[src/rtl/core/sm3_pkg.sv]
// ----------------------------------------------------------------------------
// SM3 package
// Shared constants, types and round functions of the SM3 hash engine.
// ----------------------------------------------------------------------------
`default_nettype none
package sm3_pkg;
  localparam int BLOCK_WORDS_DEF = 16;
  localparam int QUEUE_DEPTH = 2;

  localparam logic [31:0] IV [8] = '{
    32'h7380166f, 32'h4914b2b9, 32'h172442d7, 32'hda8a0600,
    32'ha96f30bc, 32'h163138aa, 32'he38dee4d, 32'hb0fb0e4e
  };
  localparam logic [31:0] T_LOW  = 32'h79CC4519;
  localparam logic [31:0] T_HIGH = 32'h9D8A7A87;
  localparam logic [7:0]  PAD_BYTE = 8'h80;

  // Classified word handed from front to back. The length is only
  // meaningful on a finishing word.
  typedef struct packed {
    logic [31:0] word;
    logic        finish;
    logic [63:0] len;
  } work_t;

  function automatic logic [31:0] rotl(input logic [31:0] x, input logic [4:0] n);
    logic [63:0] d;
    d = {x, x} << n;
    return d[63:32];
  endfunction

  function automatic logic [31:0] p0(input logic [31:0] x);
    return x ^ rotl(x, 5'd9) ^ rotl(x, 5'd17);
  endfunction

  function automatic logic [31:0] p1(input logic [31:0] x);
    return x ^ rotl(x, 5'd15) ^ rotl(x, 5'd23);
  endfunction
endpackage
`default_nettype wire

[src/rtl/core/sm3_if.sv]
// ----------------------------------------------------------------------------
// SM3 stream interfaces
// Valid/ready channels for message words and digest words.
// ----------------------------------------------------------------------------
`default_nettype none
interface sm3_in_if;
  logic        valid;
  logic        ready;
  logic [31:0] message_word;
  logic [2:0]  valid_bytes;
  logic        last_word;
  modport source (output valid, message_word, valid_bytes, last_word, input ready);
  modport sink (input valid, message_word, valid_bytes, last_word, output ready);
endinterface

interface sm3_out_if;
  logic        valid;
  logic        ready;
  logic [31:0] digest_word;
  logic        digest_last;
  modport source (output valid, digest_word, digest_last, input ready);
  modport sink (input valid, digest_word, digest_last, output ready);
endinterface
`default_nettype wire

[src/rtl/core/sm3_front.sv]
// ----------------------------------------------------------------------------
// SM3 front end
// Accepts message words, applies byte padding, counts the bit length and
// hands classified words to the queue.
// ----------------------------------------------------------------------------
`default_nettype none
module sm3_front (
  input  wire logic          clk,
  input  wire logic          rst,
  sm3_in_if.sink             in_ch,
  output sm3_pkg::work_t     work,
  output logic               work_valid,
  input  wire logic          work_ready
);
  import sm3_pkg::*;

  logic [63:0] bit_length;
  logic [2:0]  nbytes;
  logic [31:0] mask;
  logic [31:0] pad_bit;
  logic        pend_pad;
  logic        handoff;

  always_comb begin
    nbytes = (!in_ch.last_word || in_ch.valid_bytes > 3'd4) ? 3'd4 : in_ch.valid_bytes;
    unique case (nbytes)
      3'd0:    mask = 32'h0;
      3'd1:    mask = 32'hff000000;
      3'd2:    mask = 32'hffff0000;
      3'd3:    mask = 32'hffffff00;
      default: mask = 32'hffffffff;
    endcase
    unique case (nbytes)
      3'd0:    pad_bit = {PAD_BYTE, 24'h0};
      3'd1:    pad_bit = {8'h0, PAD_BYTE, 16'h0};
      3'd2:    pad_bit = {16'h0, PAD_BYTE, 8'h0};
      3'd3:    pad_bit = {24'h0, PAD_BYTE};
      default: pad_bit = 32'h0;
    endcase
  end

  // A full last word needs a separate pad word; the input is held off for it.
  assign in_ch.ready = !pend_pad && work_ready;

  always_comb begin
    if (pend_pad) begin
      work_valid = 1'b1;
      work.word = {PAD_BYTE, 24'h0};
      work.finish = 1'b1;
      work.len = bit_length;
    end else begin
      work_valid = in_ch.valid;
      work.word = (in_ch.message_word & mask) | pad_bit;
      work.finish = in_ch.last_word && nbytes != 3'd4;
      work.len = bit_length + {58'd0, nbytes, 3'd0};
    end
  end

  assign handoff = work_valid && work_ready;

  always_ff @(posedge clk) begin
    if (rst) begin
      bit_length <= '0;
      pend_pad <= 1'b0;
    end else if (handoff) begin
      if (pend_pad) begin
        pend_pad <= 1'b0;
        bit_length <= '0;
      end else if (in_ch.last_word && nbytes == 3'd4) begin
        pend_pad <= 1'b1;
        bit_length <= work.len;
      end else if (in_ch.last_word) begin
        bit_length <= '0;
      end else begin
        bit_length <= work.len;
      end
    end
  end

  assert property (@(posedge clk) disable iff (rst) pend_pad |-> !in_ch.ready)
    else $error("input accepted while pad word pending");
  assert property (@(posedge clk) disable iff (rst) pend_pad |-> work_valid)
    else $error("pending pad word not offered");
  assert property (@(posedge clk) disable iff (rst)
    (handoff && work.finish) |=> bit_length == '0)
    else $error("bit length not cleared after a message");
endmodule
`default_nettype wire

[src/rtl/core/sm3_core.sv]
// ----------------------------------------------------------------------------
// SM3 back end
// Fills the block buffer, expands messages, runs 64 rounds, pads the tail
// and streams the digest.
// ----------------------------------------------------------------------------
`default_nettype none
module sm3_core #(
  parameter int BLOCK_WORDS = sm3_pkg::BLOCK_WORDS_DEF
) (
  input  wire logic          clk,
  input  wire logic          rst,
  input  wire logic [31:0]   q_word,
  input  wire logic          q_finish,
  input  wire logic [63:0]   q_len,
  input  wire logic          q_valid,
  output logic               q_ready,
  sm3_out_if.source          out_ch
);
  import sm3_pkg::*;
  localparam int IW = $clog2(BLOCK_WORDS);

  typedef enum logic [4:0] {
    S_FILL = 5'b00001,
    S_RUN  = 5'b00010,
    S_PAD  = 5'b00100,
    S_OUT  = 5'b01000,
    S_DONE = 5'b10000
  } state_t;

  state_t        state;
  logic [31:0]   w [BLOCK_WORDS];
  logic [31:0]   v [8];
  logic [31:0]   cv [8];
  logic [IW:0]   fill;
  logic [5:0]    round;
  logic          finishing;
  logic          after_pad;
  logic [63:0]   len;
  logic [2:0]    oidx;
  logic [31:0]   wnew, wj, wj4, tj, a12, ss1, ss2, ff, gg, tt1, tt2;
  logic [31:0]   push_w;
  logic          push;

  assign q_ready = (state == S_FILL);

  // Window of 16 words: w[0] is W[j]; the new word is appended each round.
  always_comb begin
    wnew = p1(w[0] ^ w[7] ^ rotl(w[13], 5'd15)) ^ rotl(w[3], 5'd7) ^ w[10];
    wj = w[0];
    wj4 = w[4];
    tj = (round < 6'd16) ? rotl(T_LOW, round[4:0]) : rotl(T_HIGH, round[4:0] - 5'd16);
    a12 = rotl(v[0], 5'd12);
    ss1 = rotl(a12 + v[4] + tj, 5'd7);
    ss2 = ss1 ^ a12;
    ff = (round < 6'd16) ? (v[0] ^ v[1] ^ v[2])
         : ((v[0] & v[1]) | (v[0] & v[2]) | (v[1] & v[2]));
    gg = (round < 6'd16) ? (v[4] ^ v[5] ^ v[6]) : ((v[4] & v[5]) | (~v[4] & v[6]));
    tt1 = ff + v[3] + ss2 + (wj ^ wj4);
    tt2 = gg + v[7] + ss1 + wj;
  end

  // Words written during padding: zeros, then the two length words.
  always_comb begin
    push = 1'b0;
    push_w = '0;
    if (state == S_FILL && q_valid) begin
      push = 1'b1;
      push_w = q_word;
    end else if (state == S_PAD) begin
      push = 1'b1;
      if (!after_pad && fill == (IW+1)'(BLOCK_WORDS - 2)) push_w = len[63:32];
      else if (!after_pad && fill == (IW+1)'(BLOCK_WORDS - 1)) push_w = len[31:0];
      else push_w = '0;
    end
  end

  always_ff @(posedge clk) begin
    if (rst) begin
      state <= S_FILL;
      fill <= '0;
      round <= '0;
      finishing <= 1'b0;
      after_pad <= 1'b0;
      oidx <= '0;
      for (int i = 0; i < 8; i++) cv[i] <= IV[i];
    end else begin
      unique case (state)
        S_FILL, S_PAD: begin
          if (push) begin
            w[fill[IW-1:0]] <= push_w;
            if (state == S_FILL && q_finish) begin
              finishing <= 1'b1;
              len <= q_len;
              after_pad <= (fill[IW-1:0] == IW'(BLOCK_WORDS - 1)) ||
                           (fill[IW-1:0] == IW'(BLOCK_WORDS - 2));
            end
            if (fill == (IW+1)'(BLOCK_WORDS - 1)) begin
              fill <= '0;
              state <= S_RUN;
              round <= '0;
              for (int i = 0; i < 8; i++) v[i] <= cv[i];
            end else begin
              fill <= fill + 1'b1;
              if (state == S_FILL && q_finish) state <= S_PAD;
            end
          end
        end
        S_RUN: begin
          for (int i = 0; i < BLOCK_WORDS - 1; i++) w[i] <= w[i+1];
          w[BLOCK_WORDS-1] <= wnew;
          v[3] <= v[2]; v[2] <= rotl(v[1], 5'd9); v[1] <= v[0]; v[0] <= tt1;
          v[7] <= v[6]; v[6] <= rotl(v[5], 5'd19); v[5] <= v[4]; v[4] <= p0(tt2);
          round <= round + 1'b1;
          if (round == 6'd63) begin
            cv[0] <= cv[0] ^ tt1; cv[1] <= cv[1] ^ v[0];
            cv[2] <= cv[2] ^ rotl(v[1], 5'd9); cv[3] <= cv[3] ^ v[2];
            cv[4] <= cv[4] ^ p0(tt2); cv[5] <= cv[5] ^ v[4];
            cv[6] <= cv[6] ^ rotl(v[5], 5'd19); cv[7] <= cv[7] ^ v[6];
            if (!finishing) state <= S_FILL;
            else if (after_pad) begin
              after_pad <= 1'b0;
              state <= S_PAD;
            end else state <= S_OUT;
          end
        end
        S_OUT: begin
          if (out_ch.ready) begin
            oidx <= oidx + 1'b1;
            if (oidx == 3'd7) begin
              state <= S_FILL;
              finishing <= 1'b0;
              for (int i = 0; i < 8; i++) cv[i] <= IV[i];
            end
          end
        end
        default: state <= S_FILL;
      endcase
    end
  end

  assign out_ch.valid = (state == S_OUT);
  assign out_ch.digest_word = cv[oidx];
  assign out_ch.digest_last = (oidx == 3'd7);

  assert property (@(posedge clk) disable iff (rst)
    (state == S_RUN && round == 6'd63 && !finishing) |=> state == S_FILL)
    else $error("plain block did not return to fill");
  assert property (@(posedge clk) disable iff (rst)
    (out_ch.valid && !out_ch.ready) |=> out_ch.valid && $stable(oidx))
    else $error("digest index moved while stalled");
  assert property (@(posedge clk) disable iff (rst)
    state == S_RUN |-> fill == '0)
    else $error("fill count not cleared during rounds");
endmodule
`default_nettype wire

[src/rtl/core/sm3_hash_engine_unit.sv]
// ----------------------------------------------------------------------------
// SM3 hash engine
// Streaming SM3-256 over big-endian words with padding and digest output.
// ----------------------------------------------------------------------------
// A block is compressed after its sixteenth word is in, by the single
//   round unit that runs one round per cycle. The back end takes no new
//   words during its rounds; only the two-entry queue takes them then.
// A last word adds one or two padded blocks, then eight digest beats.
// Reset (synchronous, rst high) loads the IV and clears all counters.
// ----------------------------------------------------------------------------
`default_nettype none
module sm3_hash_engine_unit #(
  parameter int BLOCK_WORDS = sm3_pkg::BLOCK_WORDS_DEF
) (
  input  wire logic  clk,
  input  wire logic  rst,
  sm3_in_if.sink     in_ch,
  sm3_out_if.source  out_ch
);
  import sm3_pkg::*;

  // Front end: byte masking, pad byte insertion and length counting. A full
  // last word is followed by a separate pad word, during which the input
  // is held off.
  work_t       fwork;
  logic        fvalid;

  // Two-entry queue between front and back. It lets the front take words
  // while the back runs its rounds, until both entries are occupied.
  work_t       q [QUEUE_DEPTH];
  logic [1:0]  qcount;
  logic        qrd, qwr, qwr_ptr, qrd_ptr;
  logic        q_ready;
  logic        qfull;

  assign qfull = (qcount == 2'(QUEUE_DEPTH));
  assign qwr = fvalid && !qfull;

  sm3_front u_front (
    .clk        (clk),
    .rst        (rst),
    .in_ch      (in_ch),
    .work       (fwork),
    .work_valid (fvalid),
    .work_ready (!qfull)
  );

  // The back end pulls one word per cycle while it is filling its block and the queue holds a word.
  assign qrd = (qcount != 2'd0) && q_ready;

  always_ff @(posedge clk) begin
    if (rst) begin
      qcount <= '0;
      qwr_ptr <= 1'b0;
      qrd_ptr <= 1'b0;
    end else begin
      if (qwr) qwr_ptr <= ~qwr_ptr;
      if (qrd) qrd_ptr <= ~qrd_ptr;
      qcount <= qcount + 2'(qwr) - 2'(qrd);
    end
  end

  always_ff @(posedge clk) begin
    if (qwr) begin
      q[qwr_ptr] <= fwork;
    end
  end

  sm3_core #(.BLOCK_WORDS(BLOCK_WORDS)) u_core (
    .clk      (clk),
    .rst      (rst),
    .q_word   (q[qrd_ptr].word),
    .q_finish (q[qrd_ptr].finish),
    .q_len    (q[qrd_ptr].len),
    .q_valid  (qcount != 2'd0),
    .q_ready  (q_ready),
    .out_ch   (out_ch)
  );

  assert property (@(posedge clk) disable iff (rst) qcount <= 2'(QUEUE_DEPTH))
    else $error("queue overflow");
  assert property (@(posedge clk) disable iff (rst) qfull |-> !in_ch.ready)
    else $error("input accepted while queue full");
  assert property (@(posedge clk) disable iff (rst) (qwr && !qrd && !qfull) |=>
    qcount == $past(qcount) + 2'd1)
    else $error("queue count lost a write");
endmodule
`default_nettype wire

[src/flat_wrapper.sv]
// flat-port wrapper written by rule: the top's interface ports become plain ports
module sm3_hash_engine_unit_flat import sm3_pkg::*;
#(
  parameter int BLOCK_WORDS = sm3_pkg::BLOCK_WORDS_DEF
)
  (clk, rst, in_ch_valid, in_ch_message_word, in_ch_valid_bytes, in_ch_last_word, in_ch_ready, out_ch_valid, out_ch_digest_word, out_ch_digest_last, out_ch_ready);
  sm3_in_if in_ch_i ();
  sm3_out_if out_ch_i ();
  input  wire logic clk;
  input  wire logic rst;
  input wire logic [$bits(in_ch_i.valid)-1:0] in_ch_valid;
  input wire logic [$bits(in_ch_i.message_word)-1:0] in_ch_message_word;
  input wire logic [$bits(in_ch_i.valid_bytes)-1:0] in_ch_valid_bytes;
  input wire logic [$bits(in_ch_i.last_word)-1:0] in_ch_last_word;
  output wire logic [$bits(in_ch_i.ready)-1:0] in_ch_ready;
  output wire logic [$bits(out_ch_i.valid)-1:0] out_ch_valid;
  output wire logic [$bits(out_ch_i.digest_word)-1:0] out_ch_digest_word;
  output wire logic [$bits(out_ch_i.digest_last)-1:0] out_ch_digest_last;
  input wire logic [$bits(out_ch_i.ready)-1:0] out_ch_ready;
  assign in_ch_i.valid = in_ch_valid;
  assign in_ch_i.message_word = in_ch_message_word;
  assign in_ch_i.valid_bytes = in_ch_valid_bytes;
  assign in_ch_i.last_word = in_ch_last_word;
  assign in_ch_ready = in_ch_i.ready;
  assign out_ch_valid = out_ch_i.valid;
  assign out_ch_digest_word = out_ch_i.digest_word;
  assign out_ch_digest_last = out_ch_i.digest_last;
  assign out_ch_i.ready = out_ch_ready;
  sm3_hash_engine_unit #(.BLOCK_WORDS(BLOCK_WORDS)) u_core (.clk(clk), .rst(rst), .in_ch(in_ch_i), .out_ch(out_ch_i));
endmodule
[config.mk]
export PLATFORM = sky130hd
export DESIGN_NAME = sm3_hash_engine_unit_flat
export DESIGN_NICKNAME = d
export VERILOG_FILES = /design/src/rtl/core/sm3_pkg.sv /design/src/rtl/core/sm3_if.sv /design/src/rtl/core/sm3_front.sv /design/src/rtl/core/sm3_core.sv /design/src/rtl/core/sm3_hash_engine_unit.sv /design/src/flat_wrapper.sv
export SDC_FILE = /design/constraint.sdc
export NUM_CORES = 2
export LEC_CHECK = 0
export ABC_AREA = 1
export BUFFER_PORTS_ARGS = -buffer_cell sky130_fd_sc_hd__buf_2
export CORE_ASPECT_RATIO = 1.25
export CORE_MARGIN = 2
export CORE_UTILIZATION = 36
export DETAILED_ROUTE_END_ITERATION = 8
export GPL_ROUTABILITY_DRIVEN = 0
export GPL_TIMING_DRIVEN = 0
export HOLD_SLACK_MARGIN = 0.05
export MAX_ROUTING_LAYER = met4
export REMOVE_ABC_BUFFERS = 1
export SLEW_MARGIN = 20
export SYNTH_ARGS = -nofsm -noshare
export SYNTH_HDL_FRONTEND = slang
export SYNTH_HIERARCHICAL = 1
export SYNTH_SLANG_ARGS = --single-unit
export TNS_END_PERCENT = 1
[constraint.sdc]
create_clock -name clk -period 30.7 [get_ports clk]
set_input_delay 1.535 -clock clk [delete_from_list [all_inputs] [get_ports clk]]
set_output_delay 1.535 -clock clk [all_outputs]
set_load 0.005 [all_outputs]
==> Word level (Yosys, flattened, before mapping) <==
Memory sizes are Yosys's and may differ from the RTL's. A register that Yosys moved wholly into a read port is not among the register bits.
Index checks and enable logic that the tools add are counted.
{ "classes": {"add_sub_neg": 15, "order_cmp": 2, "eq_ne": 24, "shift": 2, "n_mux": 98, "bitwise": 60, "n_reduce_logical": 27} }
{ "op_table": {"columns": ["cell", "count"], "rows": [
  ["two-way mux 32 bit", 32],
  ["bitwise XOR 32 bit", 22],
  ["adder 32 bit", 8],
  ["case mux 32 bit (4 select lines)", 2],
  ["AND 32 bit", 6],
  ["two-way mux 64 bit", 3],
  ["OR 32 bit", 4],
  ["two-way mux 97 bit", 1],
  ["adder 64 x 6 -> 64 bit", 1],
  ["<< shifter 63 x 5 -> 64 bit, first input constant", 1],
  ["<< shifter 64 x 5 -> 64 bit, first input constant", 1],
  ["two-way mux 1 bit", 41],
  ["two-way mux 5 bit", 7],
  ["NOT 32 bit", 1],
  ["OR reduction 32 bit", 1],
  ["OR 1 bit", 24],
  ["equality test 5 x 4 -> 1 bit, second input constant", 3],
  ["case mux 5 bit (3 select lines)", 1],
  ["AND reduction 5 bit", 3],
  ["two-way mux 4 bit", 3],
  ["two-way mux 6 bit", 2],
  ["case mux 6 bit (2 select lines)", 1],
  ["!= test 2 bit, second input constant", 5],
  ["two-way mux 3 bit", 3],
  ["30 further kinds", 52]
]} }
{ "word_totals": {"ff_bits": 154, "ramBits": 1218, "n_memories": 4} }
{ "mem_list": {"columns": ["name", "words", "word_bits", "read_ports", "rd_ports_with_merged_regs", "write_ports", "line", "source"], "rows": [
  ["u_core.u_core.w", 16, 32, 16, 0, 16, "sm3_core.sv:31", "logic [31:0] w [BLOCK_WORDS];"],
  ["u_core.u_core.cv", 8, 32, 9, 1, 8, "sm3_core.sv:33", "logic [31:0] cv [8];"],
  ["u_core.u_core.v", 8, 32, 8, 0, 8, "sm3_core.sv:32", "logic [31:0] v [8];"],
  ["u_core.q", 2, 97, 1, 1, 1, "sm3_hash_engine_unit.sv:30", "work_t q [QUEUE_DEPTH];"]
]} }

==> Logic depth before layout (Yosys ltp) <==
An unclocked memory read counts as a cell.
{ "logic_depth": {"depth_word": 13, "depth_mapped": 46, "ltp_nobuf": 45} }

==> By module <==
The synthesis kept the hierarchy.
{ "by_module_without_submodules": {"columns": ["mod", "instances", "cells_each", "area_each_um2"], "rows": [
  ["sm3_core", 1, 7225, 63648.5],
  ["sm3_hash_engine_unit", 1, 338, 7352.1],
  ["sm3_front", 1, 955, 5460.2]
]} }

==> Least setup slack after synthesis <==
Ideal clock, no wire load.
{ "synth_timing": {"path_type": "input-to-reg", "start": "in rst", "end": "mem u_core.u_core.v[0][0], enable pin", "setup_ps": 1227, "arrival_time_ps": 19592, "path_slack_ps": 9881, "stages": 2, "n_path_buf": 1, "path_cell_list": "clkbuf_1 -> o21ai_0"} }
{ "synth_lines": {"columns": ["element", "line", "source"], "rows": [
  ["start: declaration", "flat_wrapper.sv:10", "input wire logic rst;"],
  ["end: declaration", "sm3_core.sv:32", null]
]} }

==> metrics <==
status completed; clk_lat worst skew a little over 0.8 ns; share of cells above drive strength 1 0.0845; Die Height slightly above 500 um; IO Port Bufs 74; R2R Path Start u_core/u_core/round[4]$_SDFFE_PP0P_; Post-CTS Resized 0; vias in the first global route 57.5k; Final Critical Period 10.76 ns; Net Sw Frac 0.337; depth of the CTS H-tree 4; Crit. End Element register; leading cell types by count after synthesis nand2_1, edfxtp_1, inv_1; max_slew headroom 0.179; hpwl dp around 180 mm; DRC viols 0; Netlist cell types 65; critical path class register to register; leakage approximately 0.036 uW; pin count of the biggest net entering global routing ~100; Hold Violations, Final 0; multiplexer share of the synthesized area 0.0167; die area 0.216 sq mm; Synth Instances roughly 8.5k; gr ovfl total 0; Final Max Slew Viols 0; fmax 93.0 MHz; Routed WL between 200 and 250 mm; num rows ~190; worst vdd ir approximately 0.066 mV; antenna-violating nets left 0; Mapped Area 0.0765 sq mm; post-synthesis adder-cell area fraction 0.0682; r2r setup slk between 15 and 20 ns; setup repair after global routing missed its margin false; top-area cell type share of the netlist area 0.453; critical path launch point type register; asr flop ratio synth 0; number of inserted diodes 0; max_cap viols 0; Yosys reg bits 1372; metal3 WL approximately 17 mm; Synth warnings 6; share of the clock period used by the worst path 0.350; Final #Nets between 8k and 9k; Max Buffers Root-to-Sink 3; largest family of logic cells by synthesized area simple AND/OR/NAND/NOR gates; Ports 75; top-count cell post-synth nand2_1; Hold Crit Depth 1; Die X-Extent 416 um; router iterations before antenna repair 9; Area Overhead vs Synth 13.9%; P_int 3760 uW; Combinational Power Share 0.270; Avg Cell Area, Syn between 8 and 9 sq um; Initial Utilization 0.361; Via Count about 60k; area leader, netlist edfxtp_1; Final Cell Area roughly 0.087 sq mm; Layout fillers just over 20k; worst-path cell with the longest stage delay o311ai_0; Net Sw Power about 1900 uW; Clock Tree Root clkbuf_16; slew at the pin closest to its max-slew limit roughly 1.2 ns; Inst Count DP roughly 11k; compound-gate portion of the synthesized area 0.0858; Vias/cell 5.27; core area around 0.21 sq mm; Placed Area between 0.08 and 0.09 sq mm; Pwr Density around 65 mW/mm^2; postcts setup bufs 0; hold_buf cts 0; final setup fails 0; r2r worst-path depth 36; Worst path max stage delay 1.17 ns; sequential area share after synthesis 0.510; clock-pin slew on the worst setup and hold paths ~0.06 ns; crit path from u_core/u_core/round[4]$_SDFFE_PP0P_; clock skew around 0.033 ns; simple-gate share of the synthesized area 0.201; DR iter-0 viols between 6k and 7k; Crit path arrival time 11.32 ns; total track usage 0.229; setup TNS 0 ns; fin cells around 11k; CTS tree built; CTS sink cnt ~1.4k; met1 WL between 90 and 100 mm; detailed route wirelength on metal2 roughly 120 mm; drt wl/cell about 21 um; initial antenna violation count 1; HP Class register to register; Synth Flop Type edfxtp_1; Flop pwr share 0.407; most frequent cell on the critical path nand2_1; first-pass GRT wire length ~360 mm; number of enable flip-flop cells after synthesis approximately 1.2k; Max Used Layer met4; CP Data Required Time about 31 ns; r2r endpoint u_core/u_core/cv[0][31]$_SDFFCE_PN0P_; crit-path max FO 32; hold path endpoint u_core/u_core/cv[5][23]$_SDFFE_PP0P_; clock power share 0.324; synth top area cells edfxtp_1, nand2_1, dfxtp_1; CTS Buf Count 149; hold_sp u_core/u_core/cv[5][23]$_SDFFE_PP0P_; Post-Synth XOR/XNOR Area 0.0507
-- layer usage --
layer  GRT usage  vias up
met4       0.145        0
met5           -        -
met2       0.375     2605
met3      0.0332      669
met1       0.263    28900
li1            -    27900
-- layout make-up --
cell class / instances / area (sq um) / area share
clock buffer: 192 / 3980 / 0.0457
clock inverter: 85 / 950 / 0.0109
inverter: 969 / 3670 / 0.0421
multi-input combinational: 5821 / 32600 / 0.374
sequential: 1372 / 39000 / 0.448
tap: 2769 / 3460 / 0.0398
timing repair buffer: 202 / 3410 / 0.0391
-- cell families (layout without fill, tap and decap cells) --
kind of cell / after synthesis / count (layout)
AO/OA/AOI/OAI: 1245 / 1245
XOR/XNOR: 436 / 436
adder cells (fa/ha/maj): 304 / 304
buffers and inverters: 1327 / 1448
flip-flops: 1372 / 1372
multiplexers: 104 / 104
other: 1 / 3
AND/OR/NAND/NOR: 3729 / 3729
-- power groups by stage --
stage | Combinational (uW) | Sequential, uW | Clock [uW]
2_1_floorplan | 950 | 2350 | 0
3_3_place_gp | 1400 | 2390 | 0
3_5_place_dp | 1510 | 2350 | 0
4_1_cts | 1510 | 2310 | 1870
5_1_grt | 1670 | 2320 | 1940
6_report | 1530 | 2310 | 1840
-- worst max-delay path by stage --
| stage | slack [ns] | endpoint |
|---|---|---|
| after floorplan | -12.85 | u_core/u_core/v[0][0]$_DFFE_PP_ |
| after global placement | -46.44 | u_core/u_core/v[3][2]$_DFFE_PP_ |
| after detailed placement | 20.16 | u_core/u_core/cv[0][31]$_SDFFCE_PN0P_ |
| after CTS | 20.14 | u_core/u_core/cv[0][31]$_SDFFCE_PN0P_ |
| after global routing | 19.59 | u_core/u_core/cv[0][31]$_SDFFCE_PN0P_ |
| final | 19.94 | u_core/u_core/cv[0][31]$_SDFFCE_PN0P_ |
-- worst max-delay path: cells and delay by family, from the launching register on --
kind / cells / cell delay, ns
AOI/OAI and AO/OA: 5 / 2.52
xor gates and xnor gates: 2 / 1.08
adders and majority gates: 6 / 2.56
buffers and inverters: 6 / 1.20
DFF: 1 / 0.67
and+or+nand+nor: 17 / 2.40
-- per-stage QoR --
step           power, uW   util  worst slack, ns  hold WS, ns
2_1_floorplan       3300      -           -12.85        0.412
3_3_place_gp        3790  0.372           -46.44        0.421
3_5_place_dp        3850  0.388            20.16        0.428
4_1_cts             5690  0.411            20.14        0.438
5_1_grt             5930  0.411            19.59        0.449
6_report            5670  0.411            19.94        0.436
-- sequential cells by signal (all words and copies together) (netlist names), 2 cells and up, named ones only --
register                   cells
u_core/u_core/state            4
u_core/u_front/bit_length     61
u_core/u_core/w              512
u_core/qcount                  2
u_core/u_core/round            6
u_core/u_core/v              256
u_core/u_core/cv             256
u_core/u_core/len             64
u_core/u_core/fill             5
u_core/q                     194
u_core/u_core/oidx             3
-- layout by cell type (no fill, tap or decap), types with 42 or more instances in the layout --
cell and instances:
inv_1 920, buf_16 73, nor2_1 402, a21oi_1 403, nor3_1 65, xor2_1 263
mux2_2 67, or2_2 68, dfxtp_1 212, xnor2_1 167, buf_2 73, buf_12 44
inv_2 42, edfxtp_1 1154, o21ai_0 664, a31oi_1 53, ha_1 116, nand2_1 2605
clkbuf_16 149, fa_1 188, nand3_1 435, nand4_1 52
(Power assumes the default switching activity.)
